### config.mk
export PLATFORM = sky130hd
export DESIGN_NAME = bmp4_to_epd_palette_remap_mirror_top
export DESIGN_NICKNAME = d
export VERILOG_FILES = /design/src/hdl/bmpepd_pkg.sv /design/src/hdl/bmpepd_ram.sv /design/src/hdl/bmpepd_hdr.sv /design/src/hdl/bmpepd_pal.sv /design/src/hdl/bmpepd_pix.sv /design/src/hdl/bmp4_to_epd_palette_remap_mirror_top.sv
export SDC_FILE = /design/constraint.sdc
export NUM_CORES = 1
export LEC_CHECK = 0
export BUFFER_PORTS_ARGS = -buffer_cell sky130_fd_sc_hd__buf_2
export CAP_MARGIN = 30
export CORE_UTILIZATION = 40
export CTS_BUF_LIST = sky130_fd_sc_hd__clkbuf_4
export DETAILED_ROUTE_END_ITERATION = 16
export PLACE_DENSITY = 0.65
export SYNTH_ARGS = -nofsm -noshare
export SYNTH_HDL_FRONTEND = slang
export SYNTH_SLANG_ARGS = --single-unit
### constraint.sdc
create_clock -name aclk -period 12.85 [get_ports aclk]
set_input_delay 1.285 -clock aclk [delete_from_list [all_inputs] [get_ports aclk]]
set_output_delay 1.285 -clock aclk [all_outputs]
set_load 0.01 [all_outputs]
### src/hdl/bmpepd_pkg.sv
// ----------------------------------------------------------------------------
// bmpepd_pkg
// Shared types and constants of the 4 bpp BMP to e-paper frame buffer decoder.
// ----------------------------------------------------------------------------
package bmpepd_pkg;

    // Result address width of the frame buffer
    localparam int ADDR_W = 19;

    // Palette layout
    localparam int PAL_ENTRIES = 16;
    localparam int PAL_IDX_W   = $clog2(PAL_ENTRIES);
    localparam int CLR_W       = 3;

    // Byte positions of the header fields
    localparam logic [31:0] OFFSET_POS = 32'd10;
    localparam logic [31:0] WIDTH_POS  = 32'd18;
    localparam logic [31:0] HEIGHT_POS = 32'd22;
    localparam logic [31:0] BPP_POS    = 32'd28;
    localparam logic [31:0] CHECK_POS  = 32'd29;
    localparam logic [31:0] PAL_START  = 32'd54;
    localparam logic [31:0] PAL_END    = PAL_START + 32'(4 * PAL_ENTRIES);

    localparam logic [15:0] BPP_REQUIRED = 16'd4;

    // Status codes
    localparam logic [2:0] ST_BUSY       = 3'd0;
    localparam logic [2:0] ST_DONE       = 3'd1;
    localparam logic [2:0] ST_BAD_BPP    = 3'd2;
    localparam logic [2:0] ST_BAD_WIDTH  = 3'd3;
    localparam logic [2:0] ST_BAD_HEIGHT = 3'd4;
    localparam logic [2:0] ST_BAD_OFFSET = 3'd5;
    localparam logic [2:0] ERR_NONE      = 3'd0;

    // Configuration register indexes
    localparam logic CFG_EXP_WIDTH  = 1'b0;
    localparam logic CFG_EXP_HEIGHT = 1'b1;

    // Per-word control from the header parser
    typedef struct packed {
        logic [2:0]           err;       // error code after this word's check
        logic                 window;    // word lies in the pixel data area
        logic                 pal_valid; // word lies in the palette area
        logic [1:0]           pal_lane;  // byte lane within the palette dword
        logic [PAL_IDX_W-1:0] pal_index; // palette entry
    } hdr_ctl_t;

endpackage

### src/hdl/bmpepd_ram.sv
// ----------------------------------------------------------------------------
// bmpepd_ram
// Generic RAM, one write port and two registered read ports.
// ----------------------------------------------------------------------------
module bmpepd_ram #(
    parameter int WIDTH = 8,
    parameter int DEPTH = 16,
    localparam int AW   = (DEPTH > 1) ? $clog2(DEPTH) : 1
) (
    input  logic             aclk,
    input  logic             wr_en,
    input  logic [AW-1:0]    wr_addr,
    input  logic [WIDTH-1:0] wr_data,
    input  logic             rd_en,
    input  logic [AW-1:0]    rd_addr_a,
    input  logic [AW-1:0]    rd_addr_b,
    output logic [WIDTH-1:0] rd_data_a,
    output logic [WIDTH-1:0] rd_data_b
);

    logic [WIDTH-1:0] mem [DEPTH];
    logic [WIDTH-1:0] rd_data_a_reg;
    logic [WIDTH-1:0] rd_data_b_reg;

    always_ff @(posedge aclk) begin
        if (wr_en) begin
            mem[wr_addr] <= wr_data;
        end
        if (rd_en) begin
            rd_data_a_reg <= mem[rd_addr_a];
            rd_data_b_reg <= mem[rd_addr_b];
        end
    end

    assign rd_data_a = rd_data_a_reg;
    assign rd_data_b = rd_data_b_reg;

endmodule

### src/hdl/bmpepd_hdr.sv
// ----------------------------------------------------------------------------
// bmpepd_hdr
// Byte position counter, header field capture and header check.
// ----------------------------------------------------------------------------
module bmpepd_hdr import bmpepd_pkg::*; #(
    parameter int  MAX_WIDTH  = 1024,
    parameter int  MAX_HEIGHT = 1024,
    localparam int BPL_W      = $clog2(MAX_WIDTH / 2 + 1),
    localparam int ROW_W      = $clog2(MAX_HEIGHT + 1)
) (
    input  logic             aclk,
    input  logic             aresetn,
    input  logic             fire,
    input  logic [7:0]       file_byte,
    input  logic             first_byte,
    input  logic [10:0]      exp_width,
    input  logic [10:0]      exp_height,
    output hdr_ctl_t         ctl,
    output logic [BPL_W-1:0] bpl,
    output logic [ROW_W-1:0] height
);

    logic [31:0] pos_reg;
    logic [31:0] offset_reg;
    logic [31:0] width_reg;
    logic [31:0] height_reg;
    logic [15:0] bpp_reg;
    logic [2:0]  err_reg;

    logic [31:0] pos_eff;
    logic [31:0] pos_next;
    logic [31:0] offset_next;
    logic [31:0] width_next;
    logic [31:0] height_next;
    logic [15:0] bpp_next;
    logic [2:0]  err_eff;
    logic [2:0]  err_next;
    logic [5:0]  pal_rel;

    // Drop byte b into the little-endian dword at start, if pos falls in it
    function automatic logic [31:0] put_dword(input logic [31:0] cur,
                                              input logic [31:0] pos,
                                              input logic [31:0] start,
                                              input logic [7:0]  b);
        logic [31:0] res;
        logic [31:0] rel;
        res = cur;
        rel = pos - start;
        if (pos >= start && rel < 32'd4) begin
            res[{rel[1:0], 3'b000} +: 8] = b;
        end
        return res;
    endfunction

    always_comb begin
        // A start mark restarts the file before this word is parsed
        pos_eff     = first_byte ? '0 : pos_reg;
        err_eff     = first_byte ? ERR_NONE : err_reg;
        offset_next = put_dword(first_byte ? '0 : offset_reg, pos_eff, OFFSET_POS, file_byte);
        width_next  = put_dword(first_byte ? '0 : width_reg, pos_eff, WIDTH_POS, file_byte);
        height_next = put_dword(first_byte ? '0 : height_reg, pos_eff, HEIGHT_POS, file_byte);

        bpp_next = first_byte ? '0 : bpp_reg;
        if (pos_eff == BPP_POS) begin
            bpp_next[7:0] = file_byte;
        end
        if (pos_eff == BPP_POS + 32'd1) begin
            bpp_next[15:8] = file_byte;
        end

        err_next = err_eff;
        if (pos_eff == CHECK_POS && err_eff == ERR_NONE) begin
            if (bpp_next != BPP_REQUIRED) begin
                err_next = ST_BAD_BPP;
            end else if (width_next != 32'(exp_width) || width_next > 32'(MAX_WIDTH)) begin
                err_next = ST_BAD_WIDTH;
            end else if (height_next != 32'(exp_height)
                         || height_next > 32'(MAX_HEIGHT)) begin
                err_next = ST_BAD_HEIGHT;
            end else if (offset_next < PAL_END) begin
                err_next = ST_BAD_OFFSET;
            end
        end

        // Saturate at the top of the range
        pos_next = (pos_eff == '1) ? pos_eff : pos_eff + 32'd1;

        pal_rel = 6'(pos_eff[5:0] - PAL_START[5:0]);

        ctl.err       = err_next;
        ctl.window    = (pos_eff > CHECK_POS) && (pos_eff >= offset_next);
        ctl.pal_valid = (pos_eff >= PAL_START) && (pos_eff < PAL_END);
        ctl.pal_lane  = pal_rel[1:0];
        ctl.pal_index = pal_rel[5:2];
    end

    // Only the low bits matter once the header check has passed
    assign bpl    = width_reg[BPL_W:1];
    assign height = height_reg[ROW_W-1:0];

    always_ff @(posedge aclk) begin
        if (!aresetn) begin
            pos_reg    <= '0;
            offset_reg <= '0;
            width_reg  <= '0;
            height_reg <= '0;
            bpp_reg    <= '0;
            err_reg    <= ERR_NONE;
        end else if (fire) begin
            pos_reg    <= pos_next;
            offset_reg <= offset_next;
            width_reg  <= width_next;
            height_reg <= height_next;
            bpp_reg    <= bpp_next;
            err_reg    <= err_next;
        end
    end

endmodule

### src/hdl/bmpepd_pal.sv
// ----------------------------------------------------------------------------
// bmpepd_pal
// Palette dword assembly, colour mapping and the colour table lookup.
// ----------------------------------------------------------------------------
module bmpepd_pal import bmpepd_pkg::*; (
    input  logic             aclk,
    input  logic             fire,
    input  hdr_ctl_t         ctl,
    input  logic [7:0]       cur_byte,
    input  logic             in_accept,
    input  logic [7:0]       in_byte,
    output logic [CLR_W-1:0] lo_code,
    output logic [CLR_W-1:0] hi_code
);

    localparam logic [31:0] DW_RED    = 32'h00ed1c24;
    localparam logic [31:0] DW_BLK    = 32'h00000000;
    localparam logic [31:0] DW_GRN    = 32'h0022b14c;
    localparam logic [31:0] DW_YEL    = 32'h00fff200;
    localparam logic [31:0] DW_BLU    = 32'h003f48cc;
    localparam logic [31:0] DW_SKIN   = 32'h00ffe282;
    localparam logic [31:0] DW_WHT    = 32'h00ffffff;

    localparam logic [CLR_W-1:0] CLR_BLACK       = 3'd0;
    localparam logic [CLR_W-1:0] CLR_WHITE       = 3'd1;
    localparam logic [CLR_W-1:0] CLR_GREEN       = 3'd2;
    localparam logic [CLR_W-1:0] CLR_BLUE        = 3'd3;
    localparam logic [CLR_W-1:0] CLR_RED         = 3'd4;
    localparam logic [CLR_W-1:0] CLR_YELLOW      = 3'd5;
    localparam logic [CLR_W-1:0] CLR_TRANSPARENT = 3'd7;

    logic [23:0]          asm_reg;
    logic                 byp_lo_reg;
    logic                 byp_hi_reg;
    logic [CLR_W-1:0]     byp_data_reg;
    logic                 wr_en;
    logic [PAL_IDX_W-1:0] wr_addr;
    logic [CLR_W-1:0]     wr_data;
    logic [CLR_W-1:0]     rd_lo;
    logic [CLR_W-1:0]     rd_hi;

    function automatic logic [CLR_W-1:0] map_color(input logic [31:0] dword);
        logic [CLR_W-1:0] code;
        unique case (dword)
            DW_RED:  code = CLR_RED;
            DW_BLK:  code = CLR_BLACK;
            DW_GRN:  code = CLR_GREEN;
            DW_YEL:  code = CLR_YELLOW;
            DW_BLU:  code = CLR_BLUE;
            DW_SKIN: code = CLR_TRANSPARENT;
            DW_WHT:  code = CLR_WHITE;
            default: code = CLR_TRANSPARENT;
        endcase
        return code;
    endfunction

    assign wr_en   = fire && ctl.pal_valid && (ctl.pal_lane == 2'd3);
    assign wr_addr = ctl.pal_index;
    assign wr_data = map_color({cur_byte, asm_reg});

    always_ff @(posedge aclk) begin
        if (fire && ctl.pal_valid && ctl.pal_lane != 2'd3) begin
            asm_reg[{ctl.pal_lane, 3'b000} +: 8] <= cur_byte;
        end
        // Forward an entry written in the same cycle as it is read
        if (in_accept) begin
            byp_lo_reg   <= wr_en && (wr_addr == in_byte[3:0]);
            byp_hi_reg   <= wr_en && (wr_addr == in_byte[7:4]);
            byp_data_reg <= wr_data;
        end
    end

    bmpepd_ram #(
        .WIDTH (CLR_W),
        .DEPTH (PAL_ENTRIES)
    ) u_table (
        .aclk      (aclk),
        .wr_en     (wr_en),
        .wr_addr   (wr_addr),
        .wr_data   (wr_data),
        .rd_en     (in_accept),
        .rd_addr_a (in_byte[3:0]),
        .rd_addr_b (in_byte[7:4]),
        .rd_data_a (rd_lo),
        .rd_data_b (rd_hi)
    );

    assign lo_code = byp_lo_reg ? byp_data_reg : rd_lo;
    assign hi_code = byp_hi_reg ? byp_data_reg : rd_hi;

endmodule

### src/hdl/bmpepd_pix.sv
// ----------------------------------------------------------------------------
// bmpepd_pix
// Row and column counters, mirrored write address, pixel word and status.
// ----------------------------------------------------------------------------
module bmpepd_pix import bmpepd_pkg::*; #(
    parameter int  MAX_WIDTH  = 1024,
    parameter int  MAX_HEIGHT = 1024,
    localparam int BPL_W      = $clog2(MAX_WIDTH / 2 + 1),
    localparam int COL_W      = (MAX_WIDTH / 2 > 1) ? $clog2(MAX_WIDTH / 2) : 1,
    localparam int ROW_W      = $clog2(MAX_HEIGHT + 1)
) (
    input  logic              aclk,
    input  logic              aresetn,
    input  logic              fire,
    input  logic              first_byte,
    input  hdr_ctl_t          ctl,
    input  logic [BPL_W-1:0]  bpl,
    input  logic [ROW_W-1:0]  height,
    input  logic [CLR_W-1:0]  lo_code,
    input  logic [CLR_W-1:0]  hi_code,
    output logic              write_valid,
    output logic [ADDR_W-1:0] write_address,
    output logic [7:0]        write_data,
    output logic [2:0]        status
);

    logic [COL_W-1:0]  col_reg;
    logic [ROW_W-1:0]  row_reg;
    logic [ADDR_W-1:0] base_reg;

    logic [COL_W-1:0]  col_eff;
    logic [ROW_W-1:0]  row_eff;
    logic [ADDR_W-1:0] base_eff;
    logic [COL_W-1:0]  col_next;
    logic [ROW_W-1:0]  row_next;
    logic [ADDR_W-1:0] base_next;
    logic [BPL_W-1:0]  col_inc;
    logic              row_end;
    logic              emit;
    logic              done;

    always_comb begin
        col_eff  = first_byte ? '0 : col_reg;
        row_eff  = first_byte ? '0 : row_reg;
        base_eff = first_byte ? '0 : base_reg;

        emit    = (ctl.err == ERR_NONE) && ctl.window && (bpl != '0) && (row_eff < height);
        col_inc = BPL_W'(col_eff) + BPL_W'(1);
        row_end = (col_inc >= bpl);

        col_next  = col_eff;
        row_next  = row_eff;
        base_next = base_eff;
        if (emit) begin
            if (row_end) begin
                col_next  = '0;
                row_next  = row_eff + ROW_W'(1);
                base_next = base_eff + ADDR_W'(bpl);
            end else begin
                col_next = col_inc[COL_W-1:0];
            end
        end

        write_valid   = emit;
        write_address = '0;
        write_data    = '0;
        if (emit) begin
            // Mirror within the row: last column first
            write_address = base_eff + ADDR_W'(bpl) - ADDR_W'(col_eff) - ADDR_W'(1);
            write_data    = {1'b0, lo_code, 1'b0, hi_code};
        end

        done = (bpl == '0) || (row_next >= height);
        if (ctl.err != ERR_NONE) begin
            status = ctl.err;
        end else if (ctl.window) begin
            status = done ? ST_DONE : ST_BUSY;
        end else begin
            status = ST_BUSY;
        end
    end

    always_ff @(posedge aclk) begin
        if (!aresetn) begin
            col_reg  <= '0;
            row_reg  <= '0;
            base_reg <= '0;
        end else if (fire) begin
            col_reg  <= col_next;
            row_reg  <= row_next;
            base_reg <= base_next;
        end
    end

endmodule

### src/hdl/bmp4_to_epd_palette_remap_mirror_top.sv
// A word accepted on s_ passes the input register, then the result register,
// before its result is offered on m_; throughput is one word per cycle while
// m_ready holds, set by the single pass through parser, table and adder.
// The colour table is a 16-entry RAM with registered read, addressed at input.
// Reset clears the byte position, header fields, error and counters, and loads
// expected width 600 and height 448; the colour table holds garbage until written.
// ----------------------------------------------------------------------------
// bmp4_to_epd_palette_remap_mirror_top
// 4 bpp BMP stream decoder with palette remap and row-mirrored frame writes.
// ----------------------------------------------------------------------------
module bmp4_to_epd_palette_remap_mirror_top import bmpepd_pkg::*; #(
    parameter int MAX_WIDTH  = 1024,
    parameter int MAX_HEIGHT = 1024
) (
    input  logic              aclk,
    input  logic              aresetn,
    // input channel
    input  logic              s_valid,
    output logic              s_ready,
    input  logic [7:0]        s_file_byte,
    input  logic              s_first_byte,
    // result channel
    output logic              m_valid,
    input  logic              m_ready,
    output logic              m_write_valid,
    output logic [ADDR_W-1:0] m_write_address,
    output logic [7:0]        m_write_data,
    output logic [2:0]        m_status,
    // configuration channel
    input  logic              cfg_valid,
    output logic              cfg_ready,
    input  logic              cfg_index,
    input  logic [10:0]       cfg_data
);

    localparam int BPL_W = $clog2(MAX_WIDTH / 2 + 1);
    localparam int ROW_W = $clog2(MAX_HEIGHT + 1);

    logic [10:0]       exp_width_reg;
    logic [10:0]       exp_height_reg;

    logic              s1_valid_reg;
    logic [7:0]        s1_byte_reg;
    logic              s1_first_reg;

    logic              out_valid_reg;
    logic              out_write_valid_reg;
    logic [ADDR_W-1:0] out_address_reg;
    logic [7:0]        out_data_reg;
    logic [2:0]        out_status_reg;

    logic              advance;
    logic              accept;
    hdr_ctl_t          ctl;
    logic [BPL_W-1:0]  bpl;
    logic [ROW_W-1:0]  height;
    logic [CLR_W-1:0]  lo_code;
    logic [CLR_W-1:0]  hi_code;
    logic              pix_valid;
    logic [ADDR_W-1:0] pix_address;
    logic [7:0]        pix_data;
    logic [2:0]        pix_status;

    // Advance the held word whenever the result register is free or drains
    assign advance   = s1_valid_reg && (!out_valid_reg || m_ready);
    assign s_ready   = !s1_valid_reg || advance;
    assign accept    = s_valid && s_ready;
    assign cfg_ready = 1'b1;

    always_ff @(posedge aclk) begin
        if (!aresetn) begin
            exp_width_reg  <= 11'd600;
            exp_height_reg <= 11'd448;
        end else if (cfg_valid) begin
            unique case (cfg_index)
                CFG_EXP_WIDTH:  exp_width_reg  <= cfg_data;
                CFG_EXP_HEIGHT: exp_height_reg <= cfg_data;
                default:        ;
            endcase
        end
    end

    always_ff @(posedge aclk) begin
        if (!aresetn) begin
            s1_valid_reg  <= 1'b0;
            out_valid_reg <= 1'b0;
        end else begin
            if (accept) begin
                s1_valid_reg <= 1'b1;
            end else if (advance) begin
                s1_valid_reg <= 1'b0;
            end
            if (advance) begin
                out_valid_reg <= 1'b1;
            end else if (m_ready) begin
                out_valid_reg <= 1'b0;
            end
        end
    end

    always_ff @(posedge aclk) begin
        if (accept) begin
            s1_byte_reg  <= s_file_byte;
            s1_first_reg <= s_first_byte;
        end
        if (advance) begin
            out_write_valid_reg <= pix_valid;
            out_address_reg     <= pix_address;
            out_data_reg        <= pix_data;
            out_status_reg      <= pix_status;
        end
    end

    bmpepd_hdr #(
        .MAX_WIDTH  (MAX_WIDTH),
        .MAX_HEIGHT (MAX_HEIGHT)
    ) u_hdr (
        .aclk       (aclk),
        .aresetn    (aresetn),
        .fire       (advance),
        .file_byte  (s1_byte_reg),
        .first_byte (s1_first_reg),
        .exp_width  (exp_width_reg),
        .exp_height (exp_height_reg),
        .ctl        (ctl),
        .bpl        (bpl),
        .height     (height)
    );

    bmpepd_pal u_pal (
        .aclk      (aclk),
        .fire      (advance),
        .ctl       (ctl),
        .cur_byte  (s1_byte_reg),
        .in_accept (accept),
        .in_byte   (s_file_byte),
        .lo_code   (lo_code),
        .hi_code   (hi_code)
    );

    bmpepd_pix #(
        .MAX_WIDTH  (MAX_WIDTH),
        .MAX_HEIGHT (MAX_HEIGHT)
    ) u_pix (
        .aclk          (aclk),
        .aresetn       (aresetn),
        .fire          (advance),
        .first_byte    (s1_first_reg),
        .ctl           (ctl),
        .bpl           (bpl),
        .height        (height),
        .lo_code       (lo_code),
        .hi_code       (hi_code),
        .write_valid   (pix_valid),
        .write_address (pix_address),
        .write_data    (pix_data),
        .status        (pix_status)
    );

    assign m_valid         = out_valid_reg;
    assign m_write_valid   = out_write_valid_reg;
    assign m_write_address = out_address_reg;
    assign m_write_data    = out_data_reg;
    assign m_status        = out_status_reg;

    // A pixel write never carries an error status
    a_write_no_error: assert property (@(posedge aclk) disable iff (!aresetn)
        (m_valid && m_write_valid) |-> (m_status == ST_BUSY || m_status == ST_DONE))
        else $error("pixel write with error status");

    // Colour codes are three bits, so the top bit of each nibble stays clear
    a_data_nibbles: assert property (@(posedge aclk) disable iff (!aresetn)
        (m_valid && m_write_valid) |-> (m_write_data[7] == 1'b0 && m_write_data[3] == 1'b0))
        else $error("pixel nibble out of range");

    // A word moved out of the input register shows up on the result side
    a_advance_lands: assert property (@(posedge aclk) disable iff (!aresetn)
        advance |=> m_valid)
        else $error("advanced word lost");

endmodule

==> results.ini <==
[sta]
hold_violations=0
fin_crit_sh_pct=75.3
finalMaxSlewViolations=0
period_needed_ns=9.68
setup_ws_ns=3.17
clock.fmax_mhz=103
maxSlewHeadroom_pct=25.7
skew_ns=0.0895
fin_setup_tns_ns=0
worstMarginPinSlew_ns=1.11
rsz0062_at_grt=no
setup_viol=0

[route]
drc=0
vias=20900
dr.pass1.iters=7
avgViaCountPerCell=6.28
drt-initial-drc-count=2432
wl_per_cell_um=23.9
ant_nets=0
wl_met3_um=7620
top_layer_used=met5
wl_um=79600
wl_met2_um=35300
drt-met1-wl_um=33800

[status]
status=completed

[final_layout]
fillCellCount=5289
largest_reg_flops=48
regArea_um2=7840
fin_cells=3330
area_growth_pct=9.27
fin_nets=2684
multi_input_area_um2=12700
top_register=u_pal.u_table.mem
drive_gt1_share_pct=12.2
post-route-util_pct=44.5

[clocking]
holdBufCountCts=0
clk_latency_ns=0.86
cts_setup_buffers=0
clkSinkCount=331
cts_tree=yes
cts_resized=0
root_buffer=clkbuf_4
cts_buffers=90
clock_path_buffers=3
clk_pin_slew_worst_paths_ns=0.07
cts-htree-levels=3

[critical_path]
cp.required_ns=13.45
crit_family=simple AND/OR/NAND/NOR gates
worst-path-buf-inv=4
crit_fanout=32
cp-start-kind=flop
path_common_cell=nand2_1
crit_type=reg2reg
cp.arrival_ns=10.27
cp_slowest_cell=or4_1
slowest_delay_ns=0.57
endpoint_kind=flop

[grt]
antenna_found_initial=7
grt_pass1_wl_um=121000
grt_usage_pct=28.9
grt_max_degree=127
grt-ovfl-total=0
grt_pass1_vias=20100

[synth]
ys_ff_latch=331
seq_area_frac_synth_pct=36.3
syn_area_per_cell_um2=8.46
synth_common_cells=nor2_1 (291), nand2_1 (269), dfxtp_1 (210), a21oi_1 (149), clkbuf_1 (131)
synth_top_cell_by_area=dfxtp_1
syn_area_um2=21600
synthArstFlopShare_pct=0
ys_warn_count=0
synth.most_common_cell=nor2_1
synth.distinct_cells=99
netlist.area_leader.share_pct=19.5
yosys-top-cells-area=dfxtp_1 (19%), edfxtp_1 (17%), ha_1 (5.3%)
netlist_instances=2552
synth_edf_count=121
ys.flop_type=dfxtp_1

[die]
core_area_um2=53000
die_area_um2=54900
fp.dieW_um=234
die_y_um=234
initial_utilization_pct=40.8
rows=84
pin_count=60

[placement]
dp_hpwl_um=57300
place_congestion=0.975
placedCellCount=3159
io_buffers=56
dp_slack_ns=3.35

[power]
total_power_uw=2300
p_leak_uw=0.00854
power.density_nw_per_um2=97.7
vdd_drop_max_mv=0.0689

[run]
max-cap-violations=0

[worst_hold_path]
hold_class=reg2reg

==> cell type report <==
class	instances	share of cell area, %
diodes	6	0.0636
clock buffers	124	3.95
inverters	86	1.40
flip-flops and latches	331	33.2
multi-input cells	1961	54.0
repair buffers	95	2.60
clock inverters	39	1.12
well taps	688	3.65
==> stage by stage <==
step           cell area (µm²)  hold slack, ns
2_1_floorplan            21600           0.427
3_3_place_gp             22300           0.438
3_5_place_dp             22300           0.447
4_1_cts                  23500           0.456
5_1_grt                  23600           0.478
6_report                 23600           0.457
==> cell usage in the layout (no fill, tap or decap), types with 30 or more instances in the layout <==
master / count
xor2_1: 31
nor3_1: 69
nor4_1: 49
mux4_2: 30
a21oi_1: 149
clkbuf_4: 124
ha_1: 91
xnor2_1: 59
buf_2: 57
edfxtp_1: 121
nand2_1: 269
and2_1: 31
inv_1: 81
dfxtp_1: 210
o21ai_0: 100
a22oi_1: 66
a211oi_1: 54
nand3_1: 91
nand4_1: 51
buf_4: 33
nor2b_1: 72
mux2i_1: 31
nor2_1: 291
==> routing by layer <==
layer | track usage (%) | up-vias
li1 | - | 9492
met4 | 12.1 | 4
met2 | 44.8 | 1097
met5 | 0 | -
met3 | 6.70 | 227
met1 | 38.4 | 10100
==> path summary, 6_finish.rpt <==
kind / startpoint / end / slack (ns) / depth (start not counted)
min: u_hdr.width_reg[22] / u_hdr.width_reg[22] / 0.46 / 2
min reg2reg: u_hdr.width_reg[22] / u_hdr.width_reg[22] / 0.46 / 2
max: s1_first_reg / m_status[0] / 3.17 / 41
max reg2reg: s1_first_reg / m_status[0] / 3.17 / 41
==> cells by family (layout without fill, tap and decap cells) <==
| group | Yosys count | after routing | synth area share [%] |
|---|---|---|---|
| other | 2 | 9 | 0.0348 |
| xor gates and xnor gates | 90 | 90 | 3.65 |
| adders and majority gates | 93 | 93 | 5.46 |
| DFF | 331 | 331 | 36.3 |
| buffers and inverters | 261 | 344 | 4.83 |
| AOI/OAI and AO/OA | 597 | 597 | 18.6 |
| muxes | 72 | 72 | 5.14 |
| and+or+nand+nor | 1106 | 1106 | 26.0 |
==> worst min-delay path: stages, from the launching register on <==
cell	delay, ns
dfxtp_1	0.31
nand2_1	0.05
a21oi_1	0.05
==> power breakdown <==
group | switching (µW) | total [µW] | leakage (µW) | internal, µW
Combinational | 122 | 172 | 0.00520 | 50.5
Sequential | 17.9 | 1120 | 0.00265 | 1100
Clock | 484 | 1010 | 0.000704 | 529
Total | 624 | 2300 | 0.00854 | 1680
(Power assumes the default switching activity.)
